## src/asrl_pkg.sv

```systemverilog
package asrl_pkg;

    localparam int unsigned SEG_DEPTH = 256;
    localparam int unsigned SYM_DEPTH = 4096;
    localparam int unsigned SEG_AW = (SEG_DEPTH > 1) ? $clog2(SEG_DEPTH) : 1;
    localparam int unsigned SYM_AW = (SYM_DEPTH > 1) ? $clog2(SYM_DEPTH) : 1;
    localparam int unsigned CFG_W = 9;
    // symbol positions reach first_symbol + symbol_count
    localparam int unsigned POS_W = 14;
    localparam logic [31:0] ADDR_CLEAR = 32'hFFFF_FFFE;

    typedef enum logic [1:0] {
        MODE_LOAD_SEG = 2'd0,
        MODE_LOAD_SYM = 2'd1,
        MODE_LOOKUP   = 2'd2,
        MODE_UNUSED   = 2'd3
    } t_mode;

    typedef enum logic [1:0] {
        K_NONE,
        K_SEG,
        K_SYM,
        K_LOOK
    } t_kind;

    typedef struct packed {
        logic [1:0]  mode;
        logic [11:0] entry_index;
        logic [31:0] address;
        logic [31:0] alt_address;
        logic [31:0] sym_length;
        logic [11:0] first_symbol;
        logic [12:0] symbol_count;
    } t_in;

    typedef struct packed {
        logic        segment_hit;
        logic        symbol_hit;
        logic [7:0]  segment_index;
        logic [11:0] symbol_index;
        logic [31:0] base_address;
        logic [31:0] displacement;
    } t_out;

    typedef struct packed {
        t_kind kind;
        t_in   item;
    } t_cmd;

    typedef struct packed {
        logic [31:0] code;
        logic [31:0] data;
        logic [11:0] first;
        logic [12:0] cnt;
    } t_seg;

    typedef struct packed {
        logic [31:0] addr;
        logic [31:0] len;
    } t_sym;

endpackage

```

## src/asrl_front.sv

```systemverilog
module asrl_front (
    input  logic          i_clk,
    input  logic          i_rst_n,
    input  logic          i_push,
    input  asrl_pkg::t_in i_item,
    output logic          o_full,
    output logic          o_cmd_valid,
    output asrl_pkg::t_cmd o_cmd,
    input  logic          i_cmd_pop
);
    import asrl_pkg::*;

    t_cmd       r_q [2];
    logic       r_wp, n_wp;
    logic       r_rp, n_rp;
    logic [1:0] r_cnt, n_cnt;
    t_cmd       cmd_in;
    logic       acc, pop;

    always_comb begin
        cmd_in.item = i_item;
        case (t_mode'(i_item.mode))
            MODE_LOAD_SEG: begin
                cmd_in.kind = (32'(i_item.entry_index) < SEG_DEPTH) ? K_SEG : K_NONE;
            end
            MODE_LOAD_SYM: begin
                cmd_in.kind = (32'(i_item.entry_index) < SYM_DEPTH) ? K_SYM : K_NONE;
            end
            MODE_LOOKUP: begin
                cmd_in.kind = K_LOOK;
            end
            default: begin
                cmd_in.kind = K_NONE;
            end
        endcase
    end

    assign o_full      = (r_cnt == 2'd2);
    assign o_cmd_valid = (r_cnt != 2'd0);
    assign o_cmd       = r_q[r_rp];
    assign acc         = i_push && !o_full;
    assign pop         = i_cmd_pop && o_cmd_valid;

    always_comb begin
        n_wp  = acc ? ~r_wp : r_wp;
        n_rp  = pop ? ~r_rp : r_rp;
        n_cnt = r_cnt + {1'b0, acc} - {1'b0, pop};
    end

    always_ff @(posedge i_clk) begin
        if (!i_rst_n) begin
            r_wp  <= 1'b0;
            r_rp  <= 1'b0;
            r_cnt <= 2'd0;
        end else begin
            r_wp  <= n_wp;
            r_rp  <= n_rp;
            r_cnt <= n_cnt;
        end
        if (acc) begin
            r_q[r_wp] <= cmd_in;
        end
    end
endmodule

```

## config.mk

```make
export PLATFORM = sky130hd
export DESIGN_NAME = asrl_front
export DESIGN_NICKNAME = d
export VERILOG_FILES = /design/src/asrl_pkg.sv /design/src/asrl_front.sv
export SDC_FILE = /design/constraint.sdc
export NUM_CORES = 1
export LEC_CHECK = 0
export ABC_AREA = 1
export BUFFER_PORTS_ARGS = -buffer_cell sky130_fd_sc_hd__clkbuf_2
export CAP_MARGIN = 20
export CORE_MARGIN = 5
export CORE_UTILIZATION = 47
export DETAILED_ROUTE_END_ITERATION = 7
export PLACE_DENSITY = 0.76
export SLEW_MARGIN = 10
export SYNTH_ARGS = -nofsm -noshare
export SYNTH_HDL_FRONTEND = slang
export SYNTH_SLANG_ARGS = --single-unit
```

## constraint.sdc

```tcl
create_clock -name i_clk -period 7.87 [get_ports i_clk]
set_input_delay 1.574 -clock i_clk [delete_from_list [all_inputs] [get_ports i_clk]]
set_output_delay 1.574 -clock i_clk [all_outputs]
set_load 0.02 [all_outputs]
```

* Word-level counts from Yosys, hierarchy flattened
Memories as Yosys holds them, arrays and structs flattened. A register that Yosys moved wholly into a read port is not among the register bits.
Index checks and enable logic that the tools add are counted.
** Storage, ports and cells
- Flip-flop bits (word level) :: 4
- Bits in latches :: 0
- RAM bits :: 274
- Memory bits (read-only) :: 0
- Input bits :: 139
- Output and inout port bits :: 139
- Logic and storage cells :: 23
- Memories :: 1
** Memory list
- r_q :: words 2, bits a word 137, rd ports 1, clocked after memory_dff 1, write ports 1, RTL line asrl_front.sv:13 : t_cmd r_q [2];
** Operators by class
- Add/subtract/negate cells :: 2
- $mul :: 0
- Div/mod/pow operators :: 0
- Magnitude comparators :: 1
- Equality and inequality tests :: 3
- Shift operators :: 0
- Multiplexer cells :: 6
- Bitwise gates (word level) :: 2
- Reductions and logical operators :: 5
** Operators by type and width (count)
- $lt A12 B9 Y1 const B :: 1
- $pmux W2 S3 :: 1
- $mux W1 :: 5
- $eq A2 B2 Y1 const B :: 2
- $add A2 B1 Y2 :: 1
- $eq A2 B1 Y1 const B :: 1
- $logic_and A1 B1 Y1 :: 2
- $logic_not A2 Y1 :: 1
- $not A1 Y1 :: 2
- $reduce_bool A2 Y1 :: 1
- $sub A2 B1 Y2 :: 1
- $logic_not A1 Y1 :: 1

* Logic depth before layout (Yosys ltp)
- Word-level depth :: 5
- Gate-level depth with buffers :: 11
- Depth with buffers taken out :: 11

* Least setup slack after synthesis
No wires, ideal clock.
- Path kind :: input to register
- Start point :: input i_push
- End point :: memory r_q[0][0] in the netlist's numbering (enable)
- Library setup time :: 0.634 ns
- Arrival :: 7.333 ns
- Data required time :: 7.236 ns
- Slack :: -0.098 ns
- Cell stages on the path :: 2
- Buffers on the path :: 0
- Cells stage by stage :: nand2_1 > nor2_1
** On the way
- Word-level cells in the longest chain between the ends :: 3
** RTL lines
- from (decl) :: RTL line asrl_front.sv:4 : input logic i_push,
- $logic_and A1 B1 Y1 :: RTL line asrl_front.sv:41 : assign acc = i_push && !o_full;
- $mux W1 :: RTL line asrl_front.sv:60 : if (acc) begin
- $mux W1 (implied by the code) :: RTL line asrl_front.sv:61 : r_q[r_wp] <= cmd_in;
- to (decl) :: RTL line asrl_front.sv:13
Every way passes these cells.

==> flow_summary_export.csv <==
group,metric,value,unit
outcome,status,"finished, final reports clean",
synthesis,synth.avg_cell_area,21.72,µm²
floorplanning,start_util,47.42,%
sta,tns,0,ns
sta,skew,0.01086,ns
finish,post-route-util,58.72,%
sta,hold_viol_final,0,
sta,max_freq,218.9,MHz
synthesis,ys_seq_area_share,81.22,%
sta,setup_ws,3.302,ns
detailed_routing,viasPerCell,4.900,
place,place_area,11840,µm²
floorplanning,ioPinCount,278,
finish,syn_to_final_growth,23.81,%
finish,n_antenna_cell,0,
clock_tree,cts_tree,"built",
clock_tree,cts_buffer_depth,3,
floorplanning,die_x,157.7,µm
place,place_hpwl,13.05,mm
worst_setup_path,critPathLaunchType,"register",
clock_tree,clkSlewWorstSetupHoldPaths,0.06,ns
global_route,overflow,0,
floorplanning,die_y,157.7,µm
sta,post-route-period-util,58.04,%
worst_setup_path,r2r-start,"r_cnt[0]",
worst_setup_path,critPathRequiredTime,6.30,ns
power_and_ir_drop,vdd.ir_drop.worst,0.2936,mV
power_and_ir_drop,finalPower,4.243,mW
sta,maxSlewViolCount,0,
place,routabilityCongestion,0.7270,
clock_tree,cts_buffers,29,
detailed_routing,first_pass_iters,4,
synthesis,syn_area,10250,µm²
sta,hold-worst-slack,0.5090,ns
clock_tree,holdBufCountCts,0,
worst_hold_path,hp-start,"r_rp",
global_route,grt_pass1_wl,29.50,mm
worst_setup_path,crit_path_max_fanout,71,
synthesis,ys_ff_latch,279,
job,cap_violations,0,
sta,rsz0062_at_grt,"no",
detailed_routing,num_vias,5243,
global_route,grt_max_degree,73,
worst_setup_path,crit_arrival,2.99,ns
detailed_routing,drt-total-wl,19.66,mm
worst_hold_path,hold_class,"register to register",
detailed_routing,drc,0,
detailed_routing,ant_nets,0,
worst_setup_path,path_class,"register to primary output",
floorplanning,rows,54,
synthesis,syn_nets,614,
finish,layout.cells.non_filler,1070,
finish,final_common_cell,"clkbuf_2",
floorplanning,die_area,24870,µm²
place,dp_worst_setup_slack,3.773,ns
place,io_buffers,277,
place,dp_cells,1018,
finish,n_fill_cell,1680,
synthesis,synth.distinct_cells,12,
sta,tightest_slew,0.9970,ns
finish,finalInstanceArea,12690,µm²
sta,setup_violations,0,
finish,fin_nets,911,
power_and_ir_drop,powerDensity,334.2,nW/µm²
global_route,track_usage,15.15,%
global_route,antenna_found_initial,0,
clock_tree,cts_setup_buffers,0,
worst_setup_path,critPathCaptureType,"primary output",
finish,layout_common_cells,"clkbuf_2 (277), edfxtp_1 (274), mux2_2 (137)",
clock_tree,htree_levels,1,
finish,drive_gt1_share,57.85,%
clock_tree,cts.sinks,279,
clock_tree,cts_resized,0,
global_route,grt_pass1_vias,5607,
clock_tree,clock-root-buffer,"clkbuf_16",
synthesis,yosysWarningCount,0,
sta,fin_crit,4.568,ns
power_and_ir_drop,p_leak,4.821,nW
detailed_routing,drt_iter0_markers,259,
clock_tree,insertion_delay,0.53,ns
synthesis,syn_inst,472,
detailed_routing,wire_per_inst,18.38,µm
sta,slew_headroom,33.53,%
floorplanning,core,21620,µm²
-- Yosys cell counts --
library cell  count  share of area, %
ha_1              3              0.37
clkbuf_8         10               1.3
mux2_2          137                15
inv_1            11              0.40
dfxtp_1           5              0.98
nand3_1           4              0.20
nor2_1           10              0.37
buf_6             5              0.55
nand2_1          10              0.37
o21ai_0           1             0.049
edfxtp_1        274                80
a21oi_1           2             0.098
-- worst max-delay path, cell delays in order, from the launching register on --
cell      delay [ns]
dfxtp_4         0.94
buf_4           0.87
mux2_2          0.45
clkbuf_2        0.16
-- layer usage --
metal	part of all wire, %	global-route usage (%)
met1	38	18.86
met3	9.2	4.729
met4	1.6	3.523
met5	0	0
met2	51	26.12
-- power by group --
group          internal, mW  switching [mW]  total, mW
Clock                 0.705           0.515       1.22
Sequential             1.89          0.0870       1.98
Combinational         0.401           0.646       1.05
-- cells by family (layout without fill, tap and decap cells) --
logic type	after synthesis	in the layout	share of synthesized area (%)
fa+ha+maj	3	3	0.3661
simple gates	24	24	0.9275
flops	279	279	81.22
buf+inv	26	344	2.294
compound gates	3	3	0.1464
mux	137	137	15.05
-- sequential cells by signal, indices dropped and copies added, names as in the netlist, named ones only --
| register | flops |
|---|---|
| r_cnt | 2 |
| r_wp | 1 |
| r_rp | 1 |
| r_q | 274 |
-- worst paths after layout --
check	end	slack (ns)	cells past startpoint
setup / recovery	o_cmd[92]	3.30	3
hold / removal	register	0.51	2
setup reg to reg	r_q[1][79]	5.25	5
hold reg to reg	register	0.51	2
-- layout make-up --
cell class                 count  area [µm²]  share of cell area [%]
sequential                   279        8332                   65.63
multi-input combinational    167        1698                   13.37
timing repair buffer         281        1416                   11.16
clock buffer                  37       755.7                   5.953
tap                          280       350.3                   2.760
clock inverter                15       96.34                  0.7589
inverter                      11       46.29                  0.3647
No activity file was read; power rests on OpenSTA's default activity.
